### src/design/sle_pkg.sv
// Shared types and constants for the sorted list engine.
// Used by sle_ctrl, sle_datapath and sorted_list_engine; depends on nothing.
`timescale 1ns / 1ps

package sle_pkg;

  localparam int KIND_W      = 3;
  localparam int IN_VALUE_W  = 32;
  localparam int INDEX_W     = 6;
  localparam int STATUS_W    = 2;
  localparam int POS_W       = 7;
  localparam int OUT_VALUE_W = 32;
  localparam int COUNT_W     = 7;
  localparam int IN_TDATA_W  = 40;
  localparam int OUT_TDATA_W = 48;

  typedef enum logic [KIND_W-1:0] {
    KIND_INSERT = 3'd0,
    KIND_REMOVE = 3'd1,
    KIND_LOOKUP = 3'd2,
    KIND_READ   = 3'd3,
    KIND_CLEAR  = 3'd4
  } kind_t;

  typedef enum logic [STATUS_W-1:0] {
    STS_OK        = 2'd0,
    STS_FULL      = 2'd1,
    STS_NOT_FOUND = 2'd2,
    STS_BAD_INDEX = 2'd3
  } status_t;

  typedef enum logic [3:0] {
    ST_IDLE,
    ST_DECODE,
    ST_SCAN,
    ST_CHECK,
    ST_FOUND,
    ST_INS_RD,
    ST_INS_WR,
    ST_REM_RD,
    ST_REM_WR,
    ST_READ_WAIT,
    ST_RESULT
  } state_t;

  typedef enum logic [1:0] {
    RA_PTR,
    RA_INS,
    RA_REM,
    RA_IDX
  } rd_sel_t;

  typedef enum logic [1:0] {
    WA_MV,
    WA_MV_M1,
    WA_POS
  } wa_sel_t;

  typedef enum logic {
    WD_RDATA,
    WD_VALUE
  } wd_sel_t;

  typedef struct packed {
    logic    accept;
    rd_sel_t rd_sel;
    logic    wr_en;
    wa_sel_t wa_sel;
    wd_sel_t wd_sel;
    logic    ptr_inc;
    logic    pos_capture;
    logic    hit_check;
    logic    mv_load_ins;
    logic    mv_load_rem;
    logic    mv_inc;
    logic    mv_dec;
    logic    cnt_inc;
    logic    cnt_dec;
    logic    cnt_clr;
    logic    set_status;
    status_t status;
    logic    set_pos;
    logic    set_rv;
    logic    out_load;
  } cmd_t;

  typedef struct packed {
    kind_t kind;
    logic  full;
    logic  ptr_end;
    logic  data_ge;
    logic  hit;
    logic  ins_done;
    logic  rem_done;
    logic  idx_bad;
    logic  out_busy;
  } sts_t;

endpackage

### src/design/sorted_list_engine.sv
// Sorted list engine. Clear, unused kinds, a full insert and a read beyond count go from decode
// straight to the result; a read waits on the memory; a lookup, remove or insert first scans
// to p, the first entry not below the value (n if none), then an insert shifts entries up and
// a hit remove shifts them down. One request at a time: in_tready returns the cycle after the
// result loads, and a result waits in its state while an earlier one waits on out_tready.
// Reset (rst_n low, synchronous) empties list and output.
`timescale 1ns / 1ps

module sorted_list_engine #(
  parameter int DEPTH       = 64,
  parameter int VALUE_WIDTH = 32
) (
  input  logic                            clk,
  input  logic                            rst_n,
  input  logic                            in_tvalid,
  output logic                            in_tready,
  input  logic [sle_pkg::IN_TDATA_W-1:0]  in_tdata,  // value[31:0], index[37:32], zero pad
  input  logic [sle_pkg::KIND_W-1:0]      in_tuser,  // kind[2:0]
  output logic                            out_tvalid,
  input  logic                            out_tready,
  output logic [sle_pkg::OUT_TDATA_W-1:0] out_tdata  // status[1:0], position[8:2],
                                                     // read_value[40:9], count[47:41]
);

  sle_pkg::cmd_t cmd;
  sle_pkg::sts_t sts;

  sle_ctrl u_ctrl (
    .clk      (clk),
    .rst_n    (rst_n),
    .in_valid (in_tvalid),
    .in_ready (in_tready),
    .sts      (sts),
    .cmd      (cmd)
  );

  sle_datapath #(
    .DEPTH       (DEPTH),
    .VALUE_WIDTH (VALUE_WIDTH)
  ) u_datapath (
    .clk       (clk),
    .rst_n     (rst_n),
    .in_kind   (in_tuser),
    .in_data   (in_tdata),
    .cmd       (cmd),
    .sts       (sts),
    .out_valid (out_tvalid),
    .out_ready (out_tready),
    .out_data  (out_tdata)
  );

endmodule

### src/design/sle_ctrl.sv
// Controller state machine of the sorted list engine.
// Drives datapath commands from datapath status; uses sle_pkg.
`timescale 1ns / 1ps

module sle_ctrl (
  input  logic          clk,
  input  logic          rst_n,
  input  logic          in_valid,
  output logic          in_ready,
  input  sle_pkg::sts_t sts,
  output sle_pkg::cmd_t cmd
);

  sle_pkg::state_t state_r;
  sle_pkg::state_t state_nxt;

  always_ff @(posedge clk) begin
    if (!rst_n) begin
      state_r <= sle_pkg::ST_IDLE;
    end else begin
      state_r <= state_nxt;
    end
  end

  always_comb begin
    state_nxt = state_r;
    unique case (state_r)
      sle_pkg::ST_IDLE: begin
        if (in_valid) begin
          state_nxt = sle_pkg::ST_DECODE;
        end
      end
      sle_pkg::ST_DECODE: begin
        unique case (sts.kind) inside
          sle_pkg::KIND_INSERT: begin
            state_nxt = sts.full ? sle_pkg::ST_RESULT : sle_pkg::ST_SCAN;
          end
          sle_pkg::KIND_REMOVE, sle_pkg::KIND_LOOKUP: begin
            state_nxt = sle_pkg::ST_SCAN;
          end
          sle_pkg::KIND_READ: begin
            state_nxt = sts.idx_bad ? sle_pkg::ST_RESULT : sle_pkg::ST_READ_WAIT;
          end
          default: begin
            state_nxt = sle_pkg::ST_RESULT;
          end
        endcase
      end
      sle_pkg::ST_SCAN: begin
        state_nxt = sts.ptr_end ? sle_pkg::ST_FOUND : sle_pkg::ST_CHECK;
      end
      sle_pkg::ST_CHECK: begin
        state_nxt = sts.data_ge ? sle_pkg::ST_FOUND : sle_pkg::ST_SCAN;
      end
      sle_pkg::ST_FOUND: begin
        if (sts.kind == sle_pkg::KIND_INSERT) begin
          state_nxt = sle_pkg::ST_INS_RD;
        end else if (sts.kind == sle_pkg::KIND_REMOVE && sts.hit) begin
          state_nxt = sle_pkg::ST_REM_RD;
        end else begin
          state_nxt = sle_pkg::ST_RESULT;
        end
      end
      sle_pkg::ST_INS_RD: begin
        state_nxt = sts.ins_done ? sle_pkg::ST_RESULT : sle_pkg::ST_INS_WR;
      end
      sle_pkg::ST_INS_WR: begin
        state_nxt = sle_pkg::ST_INS_RD;
      end
      sle_pkg::ST_REM_RD: begin
        state_nxt = sts.rem_done ? sle_pkg::ST_RESULT : sle_pkg::ST_REM_WR;
      end
      sle_pkg::ST_REM_WR: begin
        state_nxt = sle_pkg::ST_REM_RD;
      end
      sle_pkg::ST_READ_WAIT: begin
        state_nxt = sle_pkg::ST_RESULT;
      end
      sle_pkg::ST_RESULT: begin
        if (!sts.out_busy) begin
          state_nxt = sle_pkg::ST_IDLE;
        end
      end
      default: begin
        state_nxt = sle_pkg::ST_IDLE;
      end
    endcase
  end

  always_comb begin
    cmd        = '0;
    cmd.rd_sel = sle_pkg::RA_PTR;
    cmd.wa_sel = sle_pkg::WA_MV;
    cmd.wd_sel = sle_pkg::WD_RDATA;
    cmd.status = sle_pkg::STS_OK;
    in_ready   = 1'b0;
    unique case (state_r)
      sle_pkg::ST_IDLE: begin
        in_ready   = 1'b1;
        cmd.accept = in_valid;
      end
      sle_pkg::ST_DECODE: begin
        unique case (sts.kind) inside
          sle_pkg::KIND_INSERT: begin
            if (sts.full) begin
              cmd.set_status = 1'b1;
              cmd.status     = sle_pkg::STS_FULL;
            end
          end
          sle_pkg::KIND_READ: begin
            if (sts.idx_bad) begin
              cmd.set_status = 1'b1;
              cmd.status     = sle_pkg::STS_BAD_INDEX;
            end else begin
              cmd.rd_sel = sle_pkg::RA_IDX;
            end
          end
          sle_pkg::KIND_CLEAR: begin
            cmd.cnt_clr = 1'b1;
          end
          default: begin
          end
        endcase
      end
      sle_pkg::ST_SCAN: begin
        cmd.rd_sel      = sle_pkg::RA_PTR;
        cmd.pos_capture = sts.ptr_end;
      end
      sle_pkg::ST_CHECK: begin
        if (sts.data_ge) begin
          cmd.pos_capture = 1'b1;
          cmd.hit_check   = 1'b1;
        end else begin
          cmd.ptr_inc = 1'b1;
        end
      end
      sle_pkg::ST_FOUND: begin
        if (sts.kind == sle_pkg::KIND_INSERT) begin
          cmd.mv_load_ins = 1'b1;
        end else if (sts.hit) begin
          cmd.mv_load_rem = (sts.kind == sle_pkg::KIND_REMOVE);
          cmd.set_pos     = (sts.kind == sle_pkg::KIND_LOOKUP);
        end else begin
          cmd.set_status = 1'b1;
          cmd.status     = sle_pkg::STS_NOT_FOUND;
        end
      end
      sle_pkg::ST_INS_RD: begin
        if (sts.ins_done) begin
          cmd.wr_en   = 1'b1;
          cmd.wa_sel  = sle_pkg::WA_POS;
          cmd.wd_sel  = sle_pkg::WD_VALUE;
          cmd.cnt_inc = 1'b1;
          cmd.set_pos = 1'b1;
        end else begin
          cmd.rd_sel = sle_pkg::RA_INS;
        end
      end
      sle_pkg::ST_INS_WR: begin
        cmd.wr_en  = 1'b1;
        cmd.wa_sel = sle_pkg::WA_MV;
        cmd.wd_sel = sle_pkg::WD_RDATA;
        cmd.mv_dec = 1'b1;
      end
      sle_pkg::ST_REM_RD: begin
        if (sts.rem_done) begin
          cmd.cnt_dec = 1'b1;
          cmd.set_pos = 1'b1;
        end else begin
          cmd.rd_sel = sle_pkg::RA_REM;
        end
      end
      sle_pkg::ST_REM_WR: begin
        cmd.wr_en  = 1'b1;
        cmd.wa_sel = sle_pkg::WA_MV_M1;
        cmd.wd_sel = sle_pkg::WD_RDATA;
        cmd.mv_inc = 1'b1;
      end
      sle_pkg::ST_READ_WAIT: begin
        cmd.set_rv = 1'b1;
      end
      sle_pkg::ST_RESULT: begin
        cmd.out_load = !sts.out_busy;
      end
      default: begin
      end
    endcase
  end

endmodule

### src/design/sle_datapath.sv
// Datapath of the sorted list engine: entry memory, pointers, count and result register.
// Acts on commands from sle_ctrl; uses sle_pkg.
`timescale 1ns / 1ps

module sle_datapath #(
  parameter int DEPTH       = 64,
  parameter int VALUE_WIDTH = 32
) (
  input  logic                                clk,
  input  logic                                rst_n,
  input  logic [sle_pkg::KIND_W-1:0]          in_kind,
  input  logic [sle_pkg::IN_TDATA_W-1:0]      in_data,
  input  sle_pkg::cmd_t                       cmd,
  output sle_pkg::sts_t                       sts,
  output logic                                out_valid,
  input  logic                                out_ready,
  output logic [sle_pkg::OUT_TDATA_W-1:0]     out_data
);

  localparam int AW = (DEPTH > 1) ? $clog2(DEPTH) : 1;
  localparam int CW = AW + 1;
  localparam int XW = (CW > sle_pkg::INDEX_W) ? CW : sle_pkg::INDEX_W;

  logic signed [VALUE_WIDTH-1:0]         mem_r [DEPTH];
  logic signed [VALUE_WIDTH-1:0]         rd_data_r;
  logic        [AW-1:0]                  rd_addr;
  logic        [AW-1:0]                  wr_addr;
  logic signed [VALUE_WIDTH-1:0]         wr_data;

  sle_pkg::kind_t                        kind_r;
  logic signed [VALUE_WIDTH-1:0]         value_r;
  logic        [sle_pkg::INDEX_W-1:0]    index_r;
  logic        [CW-1:0]                  ptr_r;
  logic        [CW-1:0]                  pos_r;
  logic        [CW-1:0]                  mv_r;
  logic        [CW-1:0]                  mv_m1;
  logic        [CW-1:0]                  cnt_r;
  logic                                  hit_r;
  sle_pkg::status_t                      res_status_r;
  logic        [CW-1:0]                  res_pos_r;
  logic signed [VALUE_WIDTH-1:0]         res_rv_r;
  logic                                  out_valid_r;
  logic        [sle_pkg::OUT_TDATA_W-1:0] out_data_r;

  logic signed [sle_pkg::IN_VALUE_W-1:0] in_value;
  logic        [XW-1:0]                  idx_ext;
  logic        [sle_pkg::OUT_VALUE_W-1:0] rv_out;

  assign in_value = signed'(in_data[sle_pkg::IN_VALUE_W-1:0]);
  assign idx_ext  = XW'(index_r);
  assign mv_m1    = mv_r - 1'b1;
  assign rv_out   = sle_pkg::OUT_VALUE_W'(res_rv_r);

  always_comb begin
    unique case (cmd.rd_sel)
      sle_pkg::RA_PTR: rd_addr = ptr_r[AW-1:0];
      sle_pkg::RA_INS: rd_addr = mv_m1[AW-1:0];
      sle_pkg::RA_REM: rd_addr = mv_r[AW-1:0];
      sle_pkg::RA_IDX: rd_addr = idx_ext[AW-1:0];
      default:         rd_addr = ptr_r[AW-1:0];
    endcase
  end

  always_comb begin
    unique case (cmd.wa_sel)
      sle_pkg::WA_MV:    wr_addr = mv_r[AW-1:0];
      sle_pkg::WA_MV_M1: wr_addr = mv_m1[AW-1:0];
      sle_pkg::WA_POS:   wr_addr = pos_r[AW-1:0];
      default:           wr_addr = mv_r[AW-1:0];
    endcase
    wr_data = (cmd.wd_sel == sle_pkg::WD_VALUE) ? value_r : rd_data_r;
  end

  always_ff @(posedge clk) begin
    if (cmd.wr_en) begin
      mem_r[wr_addr] <= wr_data;
    end
    rd_data_r <= mem_r[rd_addr];
  end

  always_ff @(posedge clk) begin
    if (cmd.accept) begin
      kind_r  <= sle_pkg::kind_t'(in_kind);
      value_r <= VALUE_WIDTH'(in_value);
      index_r <= in_data[sle_pkg::IN_VALUE_W +: sle_pkg::INDEX_W];
    end
  end

  always_ff @(posedge clk) begin
    if (!rst_n) begin
      ptr_r        <= '0;
      pos_r        <= '0;
      mv_r         <= '0;
      cnt_r        <= '0;
      hit_r        <= 1'b0;
      res_status_r <= sle_pkg::STS_OK;
      res_pos_r    <= '0;
      res_rv_r     <= '0;
      out_valid_r  <= 1'b0;
    end else begin
      if (cmd.accept) begin
        ptr_r        <= '0;
        hit_r        <= 1'b0;
        res_status_r <= sle_pkg::STS_OK;
        res_pos_r    <= '0;
        res_rv_r     <= '0;
      end
      if (cmd.ptr_inc) begin
        ptr_r <= ptr_r + 1'b1;
      end
      if (cmd.pos_capture) begin
        pos_r <= ptr_r;
      end
      if (cmd.hit_check) begin
        hit_r <= (rd_data_r == value_r);
      end
      if (cmd.mv_load_ins) begin
        mv_r <= cnt_r;
      end else if (cmd.mv_load_rem) begin
        mv_r <= pos_r + 1'b1;
      end else if (cmd.mv_inc) begin
        mv_r <= mv_r + 1'b1;
      end else if (cmd.mv_dec) begin
        mv_r <= mv_m1;
      end
      if (cmd.cnt_clr) begin
        cnt_r <= '0;
      end else if (cmd.cnt_inc) begin
        cnt_r <= cnt_r + 1'b1;
      end else if (cmd.cnt_dec) begin
        cnt_r <= cnt_r - 1'b1;
      end
      if (cmd.set_status) begin
        res_status_r <= cmd.status;
      end
      if (cmd.set_pos) begin
        res_pos_r <= pos_r;
      end
      if (cmd.set_rv) begin
        res_rv_r <= rd_data_r;
      end
      if (cmd.out_load) begin
        out_valid_r <= 1'b1;
      end else if (out_ready) begin
        out_valid_r <= 1'b0;
      end
    end
  end

  always_ff @(posedge clk) begin
    if (cmd.out_load) begin
      out_data_r <= {sle_pkg::COUNT_W'(cnt_r), rv_out,
                     sle_pkg::POS_W'(res_pos_r), res_status_r};
    end
  end

  assign out_valid = out_valid_r;
  assign out_data  = out_data_r;

  always_comb begin
    sts.kind     = kind_r;
    sts.full     = (cnt_r == CW'(DEPTH));
    sts.ptr_end  = (ptr_r == cnt_r);
    sts.data_ge  = (rd_data_r >= value_r);
    sts.hit      = hit_r;
    sts.ins_done = (mv_r == pos_r);
    sts.rem_done = (mv_r == cnt_r);
    sts.idx_bad  = (idx_ext >= XW'(cnt_r));
    sts.out_busy = out_valid_r && !out_ready;
  end

endmodule
### config.mk
export PLATFORM = sky130hd
export DESIGN_NAME = sorted_list_engine
export DESIGN_NICKNAME = d
export VERILOG_FILES = /design/src/design/sle_pkg.sv /design/src/design/sorted_list_engine.sv /design/src/design/sle_ctrl.sv /design/src/design/sle_datapath.sv
export SDC_FILE = /design/constraint.sdc
export NUM_CORES = 2
export LEC_CHECK = 0
export BUFFER_PORTS_ARGS = -buffer_cell sky130_fd_sc_hd__buf_2
export CAP_MARGIN = 15
export CORE_MARGIN = 2
export CORE_UTILIZATION = 55
export CTS_BUF_LIST = sky130_fd_sc_hd__clkbuf_8
export DETAILED_ROUTE_END_ITERATION = 16
export PLACE_DENSITY = 0.71
export SETUP_SLACK_MARGIN = 0.2
export SYNTH_ARGS = -nofsm -noshare
export SYNTH_HDL_FRONTEND = slang
export SYNTH_SLANG_ARGS = --single-unit
### constraint.sdc
create_clock -name clk -period 5.88 [get_ports clk]
set_clock_uncertainty 0.2 [all_clocks]
set_input_delay 0.882 -clock clk [delete_from_list [all_inputs] [get_ports clk]]
set_output_delay 0.882 -clock clk [all_outputs]
set_load 0.005 [all_outputs]
# After elaboration in Yosys (flattened, before gate mapping)

Memory sizes are Yosys's and may differ from the RTL's. A register that Yosys moved wholly into a read port is not among the register bits.
Index checks and enable logic that the tools add are counted.

Bits in registers: 164
Memory bits (writable): 2048
Input port bits: 47
Output and inout port bits: 50
Memories kept: 1

Add/subtract/negate cells: 6
$lt $le $gt $ge: 2
Equal/unequal tests: 26
Muxes and demuxes: 70
Bitwise operators: 1
Reductions and logical operators: 18

Memories:

| memory           | words | width | read ports | clocked after Yosys merged registers in | wr ports | line               | text |
|---|---|---|---|---|---|---|---|
| u_datapath.mem_r | 64    | 32    | 1          | 1                                       | 1        | sle_datapath.sv:24 | `logic signed [VALUE_WIDTH-1:0] mem_r [DEPTH];` |

Operator list:

| cell                                                                  | number |
|---|---|
| 32-bit two-way mux                                                    | 3 |
| 7-bit two-way mux                                                     | 9 |
| 4-bit one-hot mux with 11 select lines                                | 1 |
| 32-bit equality test                                                  | 1 |
| 32-bit greater-or-equal comparator                                    | 1 |
| 4-bit two-way mux                                                     | 8 |
| 7-bit by 1-bit adder with 7-bit output, second input constant         | 4 |
| 1-bit two-way mux                                                     | 26 |
| 4-bit one-hot mux with 3 select lines                                 | 2 |
| 6-bit one-hot mux with 4 select lines                                 | 1 |
| 7-bit equality test                                                   | 3 |
| 2-bit two-way mux                                                     | 9 |
| 4-bit by 3-bit equality test with 1-bit output, second input constant | 4 |
| 3-bit two-way mux                                                     | 5 |
| 2-bit nonzero test                                                    | 7 |
| 7-bit by 1-bit subtractor with 7-bit output, second input constant    | 2 |
| 4-bit equality test, second input constant                            | 3 |
| 3-bit one-hot mux with 2 select lines                                 | 2 |
| 6-bit one-hot mux with 2 select lines                                 | 1 |
| 4-bit by 2-bit equality test with 1-bit output, second input constant | 2 |
| 7-bit equality test, second input constant                            | 1 |
| 6-bit by 7-bit greater-or-equal comparator with 1-bit output          | 1 |
| 2-bit equality test, second input constant                            | 3 |
| 3-bit by 2-bit equality test with 1-bit output, second input constant | 2 |
| other kinds (17)                                                      | 22 |

# Logic depth before layout (Yosys ltp)

Depth in word-level cells: 6
Depth in mapped cells: 20
Mapped depth without buffers: 13

# By module

From an unflattened synthesis, not the netlist that was laid out.

Cell total of the unflattened synthesis: 4263
Area, all modules: 86853.3 um^2

Modules (own cells, without submodules):

| module       | times used | cells an instance | area each (um^2) | seq. area each (um^2) |
|---|---|---|---|---|
| sle_datapath | 1          | 4172              | 86200.2          | 66233.5 |
| sle_ctrl     | 1          | 91                | 653.1            | 80.1 |

# Worst setup path before layout

OpenSTA, ideal clock, no wires.

Path kind: register to register
Start: register u_datapath.pos_r[0]
End: memory u_datapath.mem_r[0][22] (data pin)
Setup time: 0.703 ns
Arrival time: 4.202 ns
Required time: 4.977 ns
Setup slack: 0.775 ns
Cell stages (with the launch flop): 8
Buffers on the path: 3
Period minus slack after synthesis: 5.105 ns
Cells stage by stage: dfxtp_1 > clkbuf_1 > xor2_1 > nor4_4 > nand3_1 > clkbuf_1 > clkbuf_1 > o21ai_0

Longest elaborated chain between the ends: 4

RTL lines:

| what                                  | line                | text |
|---|---|---|
| from (decl)                           | sle_datapath.sv:34  | `logic [CW-1:0] pos_r;` |
| from (signal assigned)                | sle_datapath.sv:112 | `pos_r <= ptr_r;` |
| 7-bit equality test                   | sle_datapath.sv:166 | `sts.ins_done = (mv_r == pos_r);` |
| 4-bit two-way mux                     | sle_ctrl.sv:149     | `if (sts.ins_done) begin` |
| 4-bit one-hot mux with 3 select lines | sle_ctrl.sv:97      | `unique case (state_r)` |
| 32-bit two-way mux                    | sle_datapath.sv:71  | `wr_data = (cmd.wd_sel == sle_pkg::WD_VALUE) ? value_r : rd_data_r;` |
| named net u_datapath.wr_data[22]      | sle_datapath.sv:28  | `logic signed [VALUE_WIDTH-1:0] wr_data;` |
| to (decl)                             | sle_datapath.sv:24  |  |

The timed path passes the listed nets, and every way through them passes these cells.

# Final worst setup path

Start: register u_datapath.index_r[0] in the netlist's numbering
End: register u_datapath.rd_data_r[21], read port of u_datapath.mem_r

Longest elaborated chain between the ends: 6
Elaborated cells on any way between the ends: 9
Classes of those cells: order compare: 1; eq/ne: 3; mux: 4; reduce/logical: 1

RTL lines:

| what                                                         | line                | text |
|---|---|---|
| from (decl)                                                  | sle_datapath.sv:32  | `logic [sle_pkg::INDEX_W-1:0] index_r;` |
| from (signal assigned)                                       | sle_datapath.sv:85  | `index_r <= in_data[sle_pkg::IN_VALUE_W +: sle_pkg::INDEX_W];` |
| 6-bit by 7-bit greater-or-equal comparator with 1-bit output | sle_datapath.sv:168 | `sts.idx_bad = (idx_ext >= XW'(cnt_r));` |
| 2-bit two-way mux                                            | sle_ctrl.sv:111     | `if (sts.idx_bad) begin` |
| 2-bit two-way mux                                            | sle_ctrl.sv:103     | `unique case (sts.kind) inside` |
| 2-bit one-hot mux with 3 select lines                        | sle_ctrl.sv:97      |  |
| 2-bit equality test (tied with other cells)                  | sle_datapath.sv:55  | `unique case (cmd.rd_sel)` |
| 6-bit one-hot mux with 4 select lines (*)                    | sle_datapath.sv:55  |  |
| to (decl)                                                    | sle_datapath.sv:25  | `logic signed [VALUE_WIDTH-1:0] rd_data_r;` |

Mark *: on every way between the ends. The rest lies on a longest branch, timed or not.
A chain may end at the register's enable or synchronous reset.

==> flow_summary.json <==
{
  "status": "completed",
  "final_antenna_net_count": 0,
  "max-slew-margin-rel": 0.206,
  "synth_most_common_cell": "edfxtp_1",
  "synth_common_cells": "edfxtp_1 (2,137), nand2_1 (2,126), nand3_1 (633), a21oi_1 (362), a31oi_1 (214)",
  "internal_power_w": 0.0285,
  "reg2reg_to": "u_datapath.rd_data_r[21]",
  "cts-hold-fix-buffers": 43,
  "synth_area_per_cell_um2": 12.7,
  "switchingPower_w": 0.0124,
  "postCtsSetupRepairBufs": 0,
  "remaining_drc_errors": 0,
  "powerDensity_mw_per_mm2": 403,
  "worstPathMaxFanout": 49,
  "p_seq_frac": 0.510,
  "root_buffer": "clkbuf_8",
  "cts_buffer_depth": 4,
  "ios": 97,
  "die_h_um": 408,
  "synthFlopType": "edfxtp_1",
  "clock.fmax_ghz": 0.182,
  "rows": 148,
  "async_flop_share": 0,
  "fin_setup_tns_ns": 0,
  "clk_pin_slew_worst_paths_ns": 0.07,
  "first_global_vias": 57100,
  "whs_endpoint": "u_datapath.pos_r[1]",
  "setup_slack_ns": 0.390,
  "die_area_mm2": 0.166,
  "dp_hpwl_um": 138000,
  "wl_um": 245000,
  "tightestPinTransition_ns": 1.19,
  "crit_path_start": "u_datapath.index_r[0]",
  "syn-instance-count": 7068,
  "worstSkewPairLatency_ns": 1.07,
  "synth_area_leaders": "edfxtp_1 (72%), nand2_1 (8.9%), nand3_1 (3.5%), dfxtp_1 (2.4%), a21oi_1 (2.0%)",
  "startpoint_type": "flip-flop",
  "path_class": "reg2reg",
  "synth_top_area_share": 0.715,
  "synth-edff-count": 2137,
  "portBuffers": 94,
  "core_area_mm2": 0.162,
  "ys_seq_area_frac": 0.739,
  "clock_sinks": 2244,
  "cap_violations": 0,
  "slew_viol_final": 0,
  "crit_path_end_kind": "flip-flop",
  "die_x_um": 408,
  "cts_buffers": 361,
  "hold_path.class": "in2reg",
  "grt_pass1_wl_um": 361000,
  "drive_gt1_frac": 0.124,
  "synth-seq-cells": 2244,
  "p_sw_frac": 0.303,
  "yosysTopAreaCell": "edfxtp_1",
  "place.gp.congestion": 0.910,
  "drt_iter0_markers": 7785,
  "synth_area_mm2": 0.0897,
  "initial_utilization": 0.552,
  "peakVddDrop_mv": 0.363,
  "cp_slowest_stage_delay_ns": 0.68,
  "cts_tree": "done",
  "required_ns": 6.65,
  "hold_violations": 0,
  "syn_nets": 7165,
  "post-route-min-period_ns": 5.49,
  "r2r-start": "u_datapath.index_r[0]",
  "rsz0062_at_grt": "no",
  "reg2reg_depth": 17,
  "antenna_found_initial": 8,
  "via_per_inst": 6.10,
  "clock_power_share": 0.296,
  "nets": 7504,
  "num_vias": 60100,
  "setup_violations": 0,
  "arrival_ns": 6.26,
  "power.leakage_nw": 35.7,
  "post_cts_resized": 0,
  "syn2layout_area_growth_pct": 13.0,
  "path_delay_family": "compound AO/OA/AOI/OAI gates",
  "cp_num_buf_inv": 5,
  "firstDrtPassIters": 6,
  "grt_overflow_total": 0,
  "grt.total_usage": 0.289,
  "ys_types": 84,
  "crit_slowest_cell": "a2bb2oi_4",
  "pwr-share-comb": 0.194,
  "wl_per_cell_um": 24.9,
  "htree_num_levels": 5,
  "pre_cts_ws_ns": 0.484,
  "worstPathCellList": "inv_1, ha_1, nand2b_1, a211oi_1, o21a_2, or3_4, a2bb2oi_4, buf_4, buf_12, nand2_1, nand4_1, nand2_1, a311oi_1, buf_4, a211oi_1, o32ai_1, buf_4",
  "min_path_cells": 3,
  "cpMostUsedCell": "buf_4",
  "grt_max_degree": 112,
  "synth_warnings": 0,
  "r2r_slack_ns": 0.39,
  "hp-start": "rst_n",
  "period_share": 0.934
}
[worst reg2reg max path: stages (launching register included)]
cell and delay [ns]:
edfxtp_1 0.50, inv_1 0.13, ha_1 0.23, nand2b_1 0.14, a211oi_1 0.49, o21a_2 0.47, or3_4 0.33, a2bb2oi_4 0.68
buf_4 0.39, buf_12 0.30, nand2_1 0.11, nand4_1 0.11, nand2_1 0.06, a311oi_1 0.47, buf_4 0.21, a211oi_1 0.05
o32ai_1 0.33, buf_4 0.24
[per-layer routing]
layer  global-route usage  up-vias  share of wire
li1                     -    26500              -
met1                0.394    29600           0.38
met2                0.464     3443           0.48
met3               0.0587      532           0.11
met4                0.105        2          0.033
met5                    0        -       0.000053
[logic make-up after synthesis]
kind of cell | after synthesis | share of synthesized area
xor gates and xnor gates | 41 | 0.00400
adders and majority gates | 50 | 0.00706
AOI/OAI and AO/OA | 889 | 0.0595
DFF | 2244 | 0.739
muxes | 34 | 0.00381
buffers and inverters | 494 | 0.0251
and+or+nand+nor | 3316 | 0.161
[registers in the layout (all words and copies together) (netlist names)]
register and count:
u_datapath.index_r 6, u_datapath.ptr_r 7, u_datapath.res_pos_r 7, u_datapath.kind_r 3, u_datapath.mv_r 7, u_datapath.res_status_r 2, u_datapath.value_r 32, u_datapath.rd_data_r 32
u_datapath.pos_r 7, u_ctrl.state_r 4, u_datapath.mem_r 2048, u_datapath.out_data 48, u_datapath.hit_r 1, u_datapath.cnt_r 7, u_datapath.out_valid 1, u_datapath.res_rv_r 32
[worst max path at each step]
stage	endpoint	cells past startpoint
detailed placement	u_datapath.rd_data_r[21]	17
global route	u_datapath.rd_data_r[21]	17
floorplan	u_datapath.mem_r[0][22]	7
finish	u_datapath.rd_data_r[21]	17
global placement	u_datapath.rd_data_r[21]	17
CTS	u_datapath.rd_data_r[21]	17
[power by group through the flow]
stage / clock, W / sequential, W / combinational [W]
floorplan: 0 / 0.0213 / 0.00446
CTS: 0.0122 / 0.0208 / 0.00774
detailed placement: 0 / 0.0211 / 0.00769
global placement: 0 / 0.0211 / 0.00743
global route: 0.0129 / 0.0208 / 0.00850
finish: 0.0121 / 0.0208 / 0.00792
[stage by stage]
step | hold slack [ns] | utilization | cells | total power [W] | cell area (um^2)
floorplan | 0.203 | - | 7068 | 0.0257 | 89700
global placement | 0.214 | 0.582 | 9175 | 0.0286 | 94600
detailed placement | 0.214 | 0.582 | 9175 | 0.0288 | 94600
CTS | 0.0117 | 0.624 | 9846 | 0.0407 | 101000
global route | 0.0798 | 0.624 | 9849 | 0.0422 | 101000
finish | 0.103 | 0.624 | 9849 | 0.0409 | 101000
[area by class of cell]
type	instances	area [um^2]
antenna	2	5.00
timing repair buffer	418	3730
clock inverter	249	1140
tap	2175	2720
multi-input combinational	4330	22100
clock buffer	379	5220
fill	11900	61000
inverter	52	195
sequential	2244	66300
[cells in the final DEF (no fill, tap or decap), drive strengths merged, types with 104 or more instances in the layout]
cell	count
a31oi	214
nor2	132
nand2	2135
a21oi	365
buf	375
dfxtp	107
clkbuf	379
nand3	633
edfxtp	2137
and3	209
inv	167
o22ai	104
clkinv	120
No activity file was read; power rests on OpenSTA's default activity.
